File: config.mk
export PLATFORM = sky130hd
export DESIGN_NAME = csv_cell_splitter
export DESIGN_NICKNAME = d
export VERILOG_FILES = /design/src/sv/ccs_pkg.sv /design/src/sv/ccs_core.sv /design/src/sv/ccs_run_buf.sv /design/src/sv/csv_cell_splitter.sv
export SDC_FILE = /design/constraint.sdc
export NUM_CORES = 1
export LEC_CHECK = 0
export BUFFER_PORTS_ARGS = -buffer_cell sky130_fd_sc_hd__buf_4
export CAP_MARGIN = 0
export CORE_ASPECT_RATIO = 1.25
export CORE_UTILIZATION = 51
export CTS_BUF_LIST = sky130_fd_sc_hd__clkbuf_8
export DETAILED_ROUTE_END_ITERATION = 7
export PLACE_DENSITY_LB_ADDON = 0.3
export SETUP_SLACK_MARGIN = 0.4
export SLEW_MARGIN = 0
export SYNTH_ARGS = -nofsm -noshare
export SYNTH_HDL_FRONTEND = slang
export SYNTH_SLANG_ARGS = --single-unit
export TNS_END_PERCENT = 5
File: constraint.sdc
create_clock -name clk -period 8.7 [get_ports clk]
set_clock_uncertainty 0.2 [all_clocks]
set_input_delay 1.74 -clock clk [delete_from_list [all_inputs] [get_ports clk]]
set_output_delay 1.74 -clock clk [all_outputs]
set_load 0.05 [all_outputs]
File: src/sv/ccs_pkg.sv
// Shared types and constants for the CSV cell splitter.
package ccs_pkg;

    localparam int RUN_DEPTH = 4;

    localparam logic [7:0] CH_NEWLINE = 8'd10;
    localparam logic [7:0] CH_COMMA   = 8'h2C;
    localparam logic [7:0] CH_EQUALS  = 8'h3D;
    localparam logic [7:0] CH_LOWER_A = 8'h61;
    localparam logic [7:0] CH_LOWER_Z = 8'h7A;
    localparam logic [7:0] CASE_DELTA = 8'd32;

    localparam logic [23:0] PREFIX_SUM = 24'h53554D;
    localparam logic [23:0] PREFIX_AVG = 24'h415647;
    localparam logic [23:0] PREFIX_MAX = 24'h4D4158;
    localparam logic [23:0] PREFIX_MIN = 24'h4D494E;

    localparam logic [10:0] MAX_COLUMNS_RST     = 11'd1000;
    localparam logic [15:0] MAX_LINES_RST       = 16'd10000;
    localparam logic [15:0] MAX_LINE_LENGTH_RST = 16'd10000;

    localparam logic [1:0] REG_MAX_COLUMNS     = 2'd0;
    localparam logic [1:0] REG_MAX_LINES       = 2'd1;
    localparam logic [1:0] REG_MAX_LINE_LENGTH = 2'd2;

    localparam logic [16:0] SAT17    = 17'h1FFFF;
    localparam logic [15:0] SAT16    = 16'hFFFF;
    localparam logic [2:0]  PREFIX_LEN = 3'd3;

    typedef enum logic [1:0] {
        KIND_BYTE     = 2'd0,
        KIND_CELL_END = 2'd1,
        KIND_ROW_END  = 2'd2,
        KIND_DATA_END = 2'd3
    } ccs_kind_t;

    typedef struct packed {
        ccs_kind_t   kind;
        logic [7:0]  byte_value;
        logic [9:0]  column;
        logic [15:0] row;
        logic        invalid;
    } ccs_result_t;

    typedef struct packed {
        logic [2:0]                    count;
        ccs_result_t [RUN_DEPTH-1:0]   res;
    } ccs_bundle_t;

    typedef struct packed {
        logic [10:0] cell_index;
        logic [15:0] rows_emitted;
        logic [16:0] lines_seen;
        logic [16:0] line_length;
        logic        line_nonempty;
        logic        cell_open;
        logic        line_limit_hit;
        logic        equals_seen;
        logic [2:0]  bytes_after_equals;
        logic [23:0] formula_prefix;
        logic        stream_invalid;
    } ccs_state_t;

endpackage

File: src/sv/ccs_core.sv
// Per-byte tokenizer logic and stream state registers.
module ccs_core
    import ccs_pkg::*;
#(
    parameter int COLUMN_LIMIT_MAX = 1024,
    parameter int LINE_LIMIT_MAX   = 65535
)
(
    input  logic        clk,
    input  logic        rst_n,
    input  logic        step,
    input  logic [7:0]  data_byte,
    input  logic        end_of_data,
    input  logic [10:0] max_columns,
    input  logic [15:0] max_lines,
    input  logic [15:0] max_line_length,
    output ccs_bundle_t bundle
);

    localparam logic [10:0] COL_CAP  =
        (COLUMN_LIMIT_MAX > 2047) ? 11'h7FF : 11'(COLUMN_LIMIT_MAX);
    localparam logic [15:0] LINE_CAP =
        (LINE_LIMIT_MAX > 65535) ? 16'hFFFF : 16'(LINE_LIMIT_MAX);

    ccs_state_t state_reg;
    ccs_state_t state_next;

    logic [10:0] eff_cols;
    logic [15:0] eff_lines;

    assign eff_cols  = (max_columns > COL_CAP) ? COL_CAP : max_columns;
    assign eff_lines = (max_lines > LINE_CAP) ? LINE_CAP : max_lines;

    always_comb
    begin
        ccs_state_t                  st;
        ccs_result_t [RUN_DEPTH-1:0] res;
        logic [2:0]                  n;
        logic                        parsed;
        logic [7:0]                  upper;

        st     = state_reg;
        res    = '0;
        n      = 3'd0;
        parsed = state_reg.lines_seen < {1'b0, eff_lines};
        upper  = (data_byte >= CH_LOWER_A && data_byte <= CH_LOWER_Z)
                 ? data_byte - CASE_DELTA : data_byte;

        // Formula check: only the first '=' of the stream arms it.
        if (!st.equals_seen)
        begin
            if (data_byte == CH_EQUALS)
                st.equals_seen = 1'b1;
        end
        else if (st.bytes_after_equals < PREFIX_LEN)
        begin
            st.formula_prefix     = {st.formula_prefix[15:0], upper};
            st.bytes_after_equals = st.bytes_after_equals + 3'd1;
        end
        else if (st.bytes_after_equals == PREFIX_LEN)
        begin
            st.bytes_after_equals = PREFIX_LEN + 3'd1;
            if (st.formula_prefix == PREFIX_SUM || st.formula_prefix == PREFIX_AVG ||
                st.formula_prefix == PREFIX_MAX || st.formula_prefix == PREFIX_MIN)
                st.stream_invalid = 1'b1;
        end

        if (data_byte != CH_NEWLINE)
        begin
            if (st.line_length != SAT17)
                st.line_length = st.line_length + 17'd1;
            if (st.line_length > {1'b0, max_line_length})
                st.line_limit_hit = 1'b1;
            if (parsed && st.cell_index < eff_cols)
            begin
                res[n[1:0]].kind       = (data_byte == CH_COMMA) ? KIND_CELL_END
                                                                 : KIND_BYTE;
                res[n[1:0]].byte_value = (data_byte == CH_COMMA) ? 8'd0 : data_byte;
                res[n[1:0]].column     = st.cell_index[9:0];
                res[n[1:0]].row        = st.rows_emitted;
                res[n[1:0]].invalid    = 1'b0;
                n                      = n + 3'd1;
                st.line_nonempty       = 1'b1;
                if (data_byte == CH_COMMA)
                begin
                    st.cell_open  = 1'b0;
                    st.cell_index = st.cell_index + 11'd1;
                end
                else
                begin
                    st.cell_open = 1'b1;
                end
            end
        end

        // Close the line on newline, or on the final byte of the stream.
        if (data_byte == CH_NEWLINE || end_of_data)
        begin
            if (parsed)
            begin
                if (st.cell_open)
                begin
                    res[n[1:0]].kind       = KIND_CELL_END;
                    res[n[1:0]].byte_value = 8'd0;
                    res[n[1:0]].column     = st.cell_index[9:0];
                    res[n[1:0]].row        = st.rows_emitted;
                    res[n[1:0]].invalid    = 1'b0;
                    n                      = n + 3'd1;
                end
                if (st.line_nonempty)
                begin
                    res[n[1:0]].kind       = KIND_ROW_END;
                    res[n[1:0]].byte_value = 8'd0;
                    res[n[1:0]].column     = 10'd0;
                    res[n[1:0]].row        = st.rows_emitted;
                    res[n[1:0]].invalid    = 1'b0;
                    n                      = n + 3'd1;
                    if (st.rows_emitted != SAT16)
                        st.rows_emitted = st.rows_emitted + 16'd1;
                end
            end
            if (st.lines_seen != SAT17)
                st.lines_seen = st.lines_seen + 17'd1;
            st.cell_index    = 11'd0;
            st.line_length   = 17'd0;
            st.cell_open     = 1'b0;
            st.line_nonempty = 1'b0;
        end

        if (end_of_data)
        begin
            res[n[1:0]].kind       = KIND_DATA_END;
            res[n[1:0]].byte_value = 8'd0;
            res[n[1:0]].column     = 10'd0;
            res[n[1:0]].row        = st.rows_emitted;
            res[n[1:0]].invalid    = st.line_limit_hit | st.stream_invalid;
            n                      = n + 3'd1;
            st                     = '0;
        end

        bundle.count = n;
        bundle.res   = res;
        state_next   = st;
    end

    always_ff @(posedge clk or negedge rst_n)
    begin
        if (!rst_n)
            state_reg <= '0;
        else if (step)
            state_reg <= state_next;
    end

endmodule

File: src/sv/ccs_run_buf.sv
// Result buffer that holds the results of one byte and drains them in order.
module ccs_run_buf
    import ccs_pkg::*;
(
    input  logic        clk,
    input  logic        rst_n,
    input  logic        load,
    input  ccs_bundle_t bundle,
    input  logic        out_ready,
    output logic        can_load,
    output logic        out_valid,
    output ccs_result_t head,
    output logic        last_of_run
);

    ccs_result_t run_reg  [RUN_DEPTH];
    ccs_result_t run_next [RUN_DEPTH];
    logic [2:0]  cnt_reg;
    logic [2:0]  cnt_next;
    logic        drain;

    assign out_valid   = (cnt_reg != 3'd0);
    assign drain       = out_valid && out_ready;
    assign can_load    = (cnt_reg == 3'd0) || (cnt_reg == 3'd1 && out_ready);
    assign head        = run_reg[0];
    assign last_of_run = (cnt_reg == 3'd1);

    always_comb
    begin
        run_next = run_reg;
        cnt_next = cnt_reg;
        if (load)
        begin
            for (int i = 0; i < RUN_DEPTH; i++)
                run_next[i] = bundle.res[i];
            cnt_next = bundle.count;
        end
        else if (drain)
        begin
            // Advance the queue by one entry.
            for (int i = 0; i < RUN_DEPTH - 1; i++)
                run_next[i] = run_reg[i+1];
            cnt_next = cnt_reg - 3'd1;
        end
    end

    always_ff @(posedge clk or negedge rst_n)
    begin
        if (!rst_n)
            cnt_reg <= 3'd0;
        else
            cnt_reg <= cnt_next;
    end

    always_ff @(posedge clk)
    begin
        run_reg <= run_next;
    end

endmodule

File: src/sv/csv_cell_splitter.sv
// Top level of the CSV cell splitter: config registers, input stage, core, result buffer.
// Flow: an accepted byte is held in the input register until the result buffer can take
//   its whole run; the run is then loaded into the buffer and offered head first.
// Throughput: one byte per cycle while out_ready is high and each byte gives at most one
//   result; a byte that gives k results holds the output port for k transfers (k <= 4).
// Reset: rst_n clears all stream state and restores max_columns 1000, max_lines 10000,
//   max_line_length 10000. End of data also returns stream state to reset.
module csv_cell_splitter
    import ccs_pkg::*;
#(
    parameter int COLUMN_LIMIT_MAX = 1024,
    parameter int LINE_LIMIT_MAX   = 65535
)
(
    input  logic        clk,
    input  logic        rst_n,
    // Configuration port
    input  logic        psel,
    input  logic        penable,
    input  logic        pwrite,
    input  logic [3:0]  paddr,
    input  logic [31:0] pwdata,
    output logic [31:0] prdata,
    output logic        pready,
    // Input byte channel
    input  logic        in_valid,
    output logic        in_ready,
    input  logic [7:0]  data_byte,
    input  logic        end_of_data,
    // Result channel
    output logic        out_valid,
    input  logic        out_ready,
    output logic [1:0]  kind,
    output logic [7:0]  byte_value,
    output logic [9:0]  column,
    output logic [15:0] row,
    output logic        last_of_run,
    output logic        invalid
);

    // ------------------------------------------------------------------
    // Configuration registers. Writes land on the access phase; reads are
    // a plain mux on the register index (word address).
    // ------------------------------------------------------------------
    logic [10:0] max_columns_reg;
    logic [15:0] max_lines_reg;
    logic [15:0] max_line_length_reg;
    logic        cfg_wr;
    logic [1:0]  reg_idx;

    assign pready  = 1'b1;
    assign reg_idx = paddr[3:2];
    assign cfg_wr  = psel && penable && pwrite && pready;

    always_ff @(posedge clk or negedge rst_n)
    begin
        if (!rst_n)
        begin
            max_columns_reg     <= MAX_COLUMNS_RST;
            max_lines_reg       <= MAX_LINES_RST;
            max_line_length_reg <= MAX_LINE_LENGTH_RST;
        end
        else if (cfg_wr)
        begin
            case (reg_idx)
                REG_MAX_COLUMNS:     max_columns_reg     <= pwdata[10:0];
                REG_MAX_LINES:       max_lines_reg       <= pwdata[15:0];
                REG_MAX_LINE_LENGTH: max_line_length_reg <= pwdata[15:0];
                default:             ;
            endcase
        end
    end

    always_comb
    begin
        case (reg_idx)
            REG_MAX_COLUMNS:     prdata = {21'd0, max_columns_reg};
            REG_MAX_LINES:       prdata = {16'd0, max_lines_reg};
            REG_MAX_LINE_LENGTH: prdata = {16'd0, max_line_length_reg};
            default:             prdata = 32'd0;
        endcase
    end

    // ------------------------------------------------------------------
    // Input register. Hold one byte; it is consumed when the result
    // buffer can take the whole run that the byte produces. A new byte
    // transfers in the same cycle that the held one is consumed.
    // ------------------------------------------------------------------
    logic       in_full_reg;
    logic [7:0] in_byte_reg;
    logic       in_eod_reg;
    logic       can_load;
    logic       step;
    logic       in_xfer;

    assign step     = in_full_reg && can_load;
    assign in_ready = !in_full_reg || step;
    assign in_xfer  = in_valid && in_ready;

    always_ff @(posedge clk or negedge rst_n)
    begin
        if (!rst_n)
            in_full_reg <= 1'b0;
        else if (in_xfer)
            in_full_reg <= 1'b1;
        else if (step)
            in_full_reg <= 1'b0;
    end

    always_ff @(posedge clk)
    begin
        if (in_xfer)
        begin
            in_byte_reg <= data_byte;
            in_eod_reg  <= end_of_data;
        end
    end

    // ------------------------------------------------------------------
    // Tokenizer core: turns the held byte and the stream state into up to
    // four results and advances the state when the run is loaded.
    // ------------------------------------------------------------------
    ccs_bundle_t bundle;

    ccs_core #(
        .COLUMN_LIMIT_MAX (COLUMN_LIMIT_MAX),
        .LINE_LIMIT_MAX   (LINE_LIMIT_MAX)
    ) u_core (
        .clk             (clk),
        .rst_n           (rst_n),
        .step            (step),
        .data_byte       (in_byte_reg),
        .end_of_data     (in_eod_reg),
        .max_columns     (max_columns_reg),
        .max_lines       (max_lines_reg),
        .max_line_length (max_line_length_reg),
        .bundle          (bundle)
    );

    // ------------------------------------------------------------------
    // Result buffer: one transfer per result, in order; last_of_run marks
    // the final result of a byte's run.
    // ------------------------------------------------------------------
    ccs_result_t head;

    ccs_run_buf u_run_buf (
        .clk         (clk),
        .rst_n       (rst_n),
        .load        (step),
        .bundle      (bundle),
        .out_ready   (out_ready),
        .can_load    (can_load),
        .out_valid   (out_valid),
        .head        (head),
        .last_of_run (last_of_run)
    );

    assign kind       = head.kind;
    assign byte_value = head.byte_value;
    assign column     = head.column;
    assign row        = head.row;
    assign invalid    = head.invalid;

endmodule

==> out/results.ini, run 1 <==
[outcome]
status = complete, no violations

[worst_setup_path]
reg2reg_from = max_lines_reg[10]$_DFFE_PN1P_
reg2regPathDepth = 14
critPathMaxFanout = 18
path_class = reg -> reg
critPathLaunchType = register
critPathCaptureType = register
cp.required_ps = 8760
rrSetupSlack_ps = 2020
worstPathArrival_ps = 6740
regToRegEndpoint = u_run_buf.head[3]$_DFFE_PP_

[power]
power_leakage_nw = 6.79
power.share.clock_pct = 20.1
power_switching_mw = 2.19
intPower_mw = 2.94
p_comb_share_pct = 41.9
power_density_nw_per_um2 = 321
power_mw = 5.12
vdd_ir_drop_max_v = 0.000204
p_seq_share_pct = 38.0
swShare_pct = 42.7

[synthesis]
netlist.area_leader.share_pct = 23.2
synth-edff-count = 113
synth_most_common_cell = nand2_1
synth_cells = 1511
synth_area_per_cell_um2 = 9.68
synthDistinctLibCells = 82
synthFlopType = dfrtp_1
synth_area_leader_cell = edfxtp_1
synthArstFlopShare_pct = 55.3
ys_top_cells_by_count = nand2_1, o21ai_0, dfrtp_1, edfxtp_1, nor2_1
seq_area_frac_synth_pct = 47.3
synth_area_um2 = 14600
synth_seq_cells = 253
netlist_top_cells_area = edfxtp_1, dfrtp_1, ha_1
yosysWarningCount = 0

[grt]
grt_use_total_pct = 25.4
antenna_found_initial = 0
first_global_vias = 11100
grt_pass1_wl_um = 59100
grt_max_degree = 80
gr-total-overflow = 0

[clock_network]
cts_setup_buffers = 0
cts_buffers = 42
clk_path_buf_depth = 3
cts_sinks = 253
cts_tree = built
hold_buffers = 0
htree_levels = 2
clk_pin_slew_worst_paths_ps = 60
clock_latency_ps = 550
cts_resized = 0
cts_root_buffer = clkbuf_8

[die]
io_pins = 125
die_area_um2 = 29400
initial_core_util_pct = 52.4
die_height_um = 191
design.core.area_um2 = 27900
dieWidth_um = 153
rows = 68

[hold_path]
hold_path_depth = 2
hold_path_class = reg -> reg
min-delay-start = u_core.state_reg[29]$_DFFE_PN0P_
min_to = u_core.state_reg[29]$_DFFE_PN0P_

[flow_run]
timing.max_cap.violations = 0

[sta]
fin_crit_ps = 6680
finalCritPeriodShare_pct = 76.8
fmaxAchievable_ghz = 0.150
finalHoldViolations = 0
slew_viol_final = 0
tightest_slew_ps = 1170
setup_viol_count_final = 0
final.setup.tns_ps = 0
grt_setup_unrepaired = false
relSlewSlack_pct = 21.6

[drt]
via_per_inst = 6.15
drtAntennaViolNets = 0
dr.pass1.iters = 6
vias = 11700
drc_errors = 0
routed_wl_um = 36900
drt-initial-drc-count = 919
wl_per_cell_um = 19.4

[placed_design]
globalplace.congestion = 0.887
portBuffers = 89
dpl.cell_count = 1831
dp_hpwl_um = 24500

[final_layout]
fillers = 2454
syn2layout_area_growth_pct = 9.17
layout-drive-gt1-share_pct = 14.1
seq_area_um2 = 6920
stdcell_count = 1907
nNetsFinal = 1638
multi_input_area_um2 = 6820
num_antenna_cells = 0
largest_reg_flops = 93

[layout by cell type (no fill, tap or decap), types with 15 or more instances in the layout]
master,count
a21o_1,17
a21oi_1,55
a22o_1,44
a31oi_1,45
and2_1,31
and3_1,16
buf_4,100
clkbuf_8,50
conb_1,17
dfrtp_1,124
dfstp_2,16
edfxtp_1,113
ha_1,61
inv_1,68
mux2_2,15
mux2i_1,24
nand2_1,192
nand3_1,51
nand4_1,26
nor2_1,84
nor3_1,28
o21ai_0,133
o31ai_1,20
or3_1,25
xnor2_1,15
[power groups by stage]
stage / sequential (mW) / combinational, mW / clock [mW]
floorplan: 1.86 / 1.70 / 0
CTS: 1.95 / 2.13 / 1.05
global route: 1.99 / 2.33 / 1.11
finish: 1.95 / 2.14 / 1.03
detailed placement: 1.96 / 2.12 / 0
global placement: 1.95 / 2.08 / 0
[area by class of cell]
type / instances / area share [%]
tap: 350 / 2.74
inverter: 55 / 1.29
sequential: 253 / 43.3
timing repair buffer: 101 / 4.77
multi-input combinational: 1072 / 42.7
clock buffer: 50 / 4.31
clock inverter: 26 / 0.846
[worst max-delay path, stage by stage, from the launching register on]
cell and delay [ps]:
dfstp_2 530, inv_1 70, ha_1 300, a21oi_1 60
o21ai_0 240, a2bb2oi_1 570, and2_1 760, nor2_2 220
o21ai_0 340, inv_1 80, ha_1 380, o311ai_0 710
ha_1 340, nand3_1 730, o311ai_0 860
[worst max path at each step]
stage / endpoint / startpoint / slack [ps] / cells past startpoint
2_1_floorplan: prdata[0] / paddr[2] / 3120 / 4
3_5_place_dp: u_run_buf.head[3]$_DFFE_PP_ / max_lines_reg[10]$_DFFE_PN1P_ / 2210 / 14
6_report: u_run_buf.head[3]$_DFFE_PP_ / max_lines_reg[10]$_DFFE_PN1P_ / 2020 / 14
5_1_grt: u_run_buf.head[3]$_DFFE_PP_ / max_lines_reg[10]$_DFFE_PN1P_ / 1800 / 14
3_3_place_gp: u_run_buf.head[3]$_DFFE_PP_ / max_lines_reg[10]$_DFFE_PN1P_ / 2250 / 14
4_1_cts: u_run_buf.head[3]$_DFFE_PP_ / max_lines_reg[10]$_DFFE_PN1P_ / 2170 / 14
[through the flow]
step | worst slack, ps | utilization, % | cell area [µm²] | hold WS [ps]
after global placement | 2250 | 54.3 | 15100 | 276
after global routing | 1800 | 57.2 | 16000 | 334
after floorplan | 3120 | - | 14700 | 264
after CTS | 2170 | 57.2 | 16000 | 301
after detailed placement | 2210 | 54.3 | 15100 | 285
final | 2020 | 57.2 | 16000 | 294
[routing by layer]
| metal | wire length (µm) | up-vias | GRT usage [%] |
|---|---|---|---|
| li1 | - | 5520 | - |
| met5 | 0 | - | 0 |
| met3 | 2200 | 98 | 3.42 |
| met4 | 1640 | 0 | 12.5 |
| met1 | 15200 | 5690 | 32.5 |
| met2 | 17800 | 413 | 42.7 |
[logic make-up after synthesis]
family	share of synthesized area [%]
muxes	2.87
xor gates and xnor gates	1.62
buffers and inverters	6.65
adders and majority gates	5.22
DFF	47.3
other	0.0513
and+or+nand+nor	18.0
AOI/OAI and AO/OA	18.3
Note: power is estimated with default switching activity, not from simulation.
==> inputs of run 2 (changes only) <==
==> constraint.sdc (replaced) <==
create_clock -name clk -period 5.7 [get_ports clk]
set_clock_uncertainty 0.2 [all_clocks]
set_input_delay 1.14 -clock clk [delete_from_list [all_inputs] [get_ports clk]]
set_output_delay 1.14 -clock clk [all_outputs]
set_load 0.05 [all_outputs]
==> run 2 against run 1 <==
Count of clock-buffer cells in the layout is 1 lower. Sequential power is 52% higher. Setup slack worse by 1400 ps. Global-route usage is 0.21 points higher. Final area is 1.3% higher. Power is 53% higher. Core utilization is 0.75 points higher. Combinational power is 57% higher. Maximum frequency is 32% higher. First-iteration DRC count is 14% higher. Wire length is 0.21% higher. Critical path type unchanged. Critical endpoint is now u_run_buf.run_reg[83]$_DFFE_PP_. Largest cell class unchanged. Highest routed layer unchanged.
==> out/results.ini, run 2 (synthesis results as in run 1) <==
[final_layout]
num_antenna_cells = 0  ; unchanged
layout-drive-gt1-share_pct = 15.8  ; +1.7 points
largest_reg_flops = 93  ; unchanged
final_common_cell = nand2_1
layout_common_cells = nand2_1, o21ai_0, buf_4
syn2layout_area_growth_pct = 10.6
fillers = 2429  ; -1.0%
final_util_pct = 58.0  ; +0.75 points
nNetsFinal = 1666  ; +1.7%

[hold_path]
hold_path_class = reg -> reg

[clock_network]
cts_tree = built
cts_root_buffer = clkbuf_8
clk_path_buf_depth = 3  ; unchanged
cts_buffers = 43  ; +2.4%
clock_latency_ps = 550  ; about the same
htree_levels = 2  ; unchanged
cts_sinks = 253  ; unchanged
hold_buffers = 0  ; unchanged
clk_pin_slew_worst_paths_ps = 60  ; about the same

[worst_setup_path]
reg2regPathDepth = 21  ; +7
cp.required_ps = 5880  ; -2880 ps
regToRegEndpoint = u_run_buf.run_reg[83]$_DFFE_PP_
crit_chain = clkinvlp_2 -> nand2_1 -> ha_1 -> nand2_1 -> or3_1 -> o211ai_4 -> or2_0 -> nor2_2 -> o21ai_0 -> inv_1 -> ha_1 -> xor2_1 -> and2_1 -> o21a_1 -> ha_1 -> and2_1 -> buf_4 -> nor4_1 -> buf_4 -> o21ai_0 -> a31oi_1
worst-path-stages = 21  ; +7
worstPathArrival_ps = 5230  ; -1510 ps
path_class = reg -> reg
reg2reg_from = max_columns_reg[10]$_DFFE_PN0P_
critPathMaxFanout = 11  ; -7
critPathCaptureType = register
cp-startpoint = max_columns_reg[10]$_DFFE_PN0P_
crit_slowest_cell = dfrtp_2
path_common_cell = ha_1
cp_num_buf_inv = 4  ; +2
critPathLaunchType = register
critPathTopFamily = simple AND/OR/NAND/NOR gates
rrSetupSlack_ps = 650  ; -1370 ps
max_stage_delay_ps = 450  ; -410 ps
crit_path_end = u_run_buf.run_reg[83]$_DFFE_PP_

[die]
die_height_um = 191  ; unchanged
dieWidth_um = 153  ; unchanged
io_pins = 125  ; unchanged
rows = 68  ; unchanged
die_area_um2 = 29400  ; unchanged
initial_core_util_pct = 52.4  ; unchanged
design.core.area_um2 = 27900  ; unchanged

[grt]
grt_use_total_pct = 25.7  ; +0.21 points
first_global_vias = 11300  ; +1.8%
gr-total-overflow = 0  ; unchanged
grt_pass1_wl_um = 59600  ; +0.83%
grt_max_degree = 97  ; +21%
antenna_found_initial = 0  ; unchanged

[sta]
fmaxAchievable_ghz = 0.198  ; +32%
tightest_slew_ps = 986  ; -187 ps
final.setup.tns_ps = 0  ; unchanged
setup_viol_count_final = 0  ; unchanged
finalCritPeriodShare_pct = 88.6  ; +12 points
relSlewSlack_pct = 34.3  ; +13 points
finalHoldViolations = 0  ; unchanged
fin_crit_ps = 5050  ; -1630 ps
slew_viol_final = 0  ; unchanged
grt_setup_unrepaired = false

[power]
intPower_mw = 4.50  ; +53%
power.share.clock_pct = 19.2  ; -0.9 points
power_switching_mw = 3.35  ; +53%
p_comb_share_pct = 42.9  ; +1.0 points
vdd_ir_drop_max_v = 0.000251  ; +23%
power_density_nw_per_um2 = 485  ; +51%
p_seq_share_pct = 37.9  ; about the same
swShare_pct = 42.7  ; about the same
power_mw = 7.85  ; +53%
power_leakage_nw = 6.93  ; +2.0%

[placed_design]
dp_hpwl_um = 24900  ; +1.6%
portBuffers = 89  ; unchanged
globalplace.congestion = 0.872  ; -1.7%

[drt]
via_per_inst = 6.07  ; -1.3%
vias = 11700  ; +0.21%
drc_errors = 0  ; unchanged
routed_wl_um = 37000  ; +0.21%
dr.pass1.iters = 6  ; unchanged
drtAntennaViolNets = 0  ; unchanged
drt-initial-drc-count = 1046  ; +14%
wl_per_cell_um = 19.1  ; -1.3%

[outcome]
status = complete, no violations

[flow_run]
timing.max_cap.violations = 0  ; unchanged

## run 2: changes by cell type in the layout (fill, tap and decap cells not counted), moves of 2 or more
| cell | before | now |
|---|---|---|
| clkinvlp_4 | 1 | 3 |
| inv_1 | 68 | 77 |
| buf_4 | 100 | 126 |
| clkinv_1 | 4 | 0 |
| clkinv_2 | 6 | 3 |
## run 2: worst min-delay path by stage
stage                                           from  slack, ps                               end  depth (start not counted)
global route        u_core.state_reg[25]$_DFFE_PN0P_        330  u_core.state_reg[25]$_DFFE_PN0P_                          1
CTS                 u_core.state_reg[29]$_DFFE_PN0P_        300  u_core.state_reg[29]$_DFFE_PN0P_                          2
finish              u_core.state_reg[29]$_DFFE_PN0P_        300  u_core.state_reg[29]$_DFFE_PN0P_                          2
floorplan           u_core.state_reg[29]$_DFFE_PN0P_        260  u_core.state_reg[29]$_DFFE_PN0P_                          2
global placement    u_core.state_reg[29]$_DFFE_PN0P_        280  u_core.state_reg[29]$_DFFE_PN0P_                          2
detailed placement  u_core.state_reg[29]$_DFFE_PN0P_        290  u_core.state_reg[29]$_DFFE_PN0P_                          2
## run 2: worst min-delay path: stages, from the launching register on
cell and delay, ps:
dfrtp_1 340, a21oi_1 40, nor2_1 70
## run 2: final cells by class
| cell class | count | area, µm² | area share, % |
|---|---|---|---|
| timing repair buffer | 127 | 957 | 5.92 |
| clock buffer | 49 | 674 | 4.17 |
| tap | 350 | 438 | 2.71 |
| clock inverter | 29 | 116 | 0.719 |
| sequential | 253 | 6920 | 42.8 |
| inverter | 55 | 214 | 1.32 |
| multi-input combinational | 1072 | 6860 | 42.4 |
| timing repair inverter | 1 | 5.00 | 0.0309 |
## run 2: power groups by stage
stage	combinational (mW)	sequential, mW	clock (mW)
2_1_floorplan	2.60	2.84	0
3_3_place_gp	3.25	2.99	0
3_5_place_dp	3.31	3.00	0
4_1_cts	3.33	2.97	1.55
5_1_grt	3.67	3.04	1.63
6_report	3.37	2.97	1.51
## run 2: timing repair
item	4_1_cts	5_1_grt
hold endpoints to repair	0	0
gates cloned	0	1
setup endpoints to repair	16	64
pin swaps	0	1
gates resized for setup	1	11
setup buffers	0	3
## run 2: through the flow
stage / setup slack [ps] / instances / cell area, µm² / hold slack [ps]
CTS: 428 / 1932 / 16100 / 300
detailed placement: 271 / 1854 / 15300 / 286
finish: 650 / 1936 / 16200 / 297
floorplan: 807 / 1526 / 14700 / 264
global placement: 391 / 1854 / 15300 / 276
global route: 407 / 1936 / 16200 / 327
## run 2: per-layer routing
| layer | vias to the layer above | track usage (%) | routed length (µm) |
|---|---|---|---|
| li1 | 5593 | - | - |
| met1 | 5679 | 32.3 | 15200 |
| met3 | 87 | 3.70 | 2080 |
| met4 | 0 | 13.9 | 1610 |
| met2 | 387 | 42.9 | 18000 |
| met5 | - | 0 | 0 |
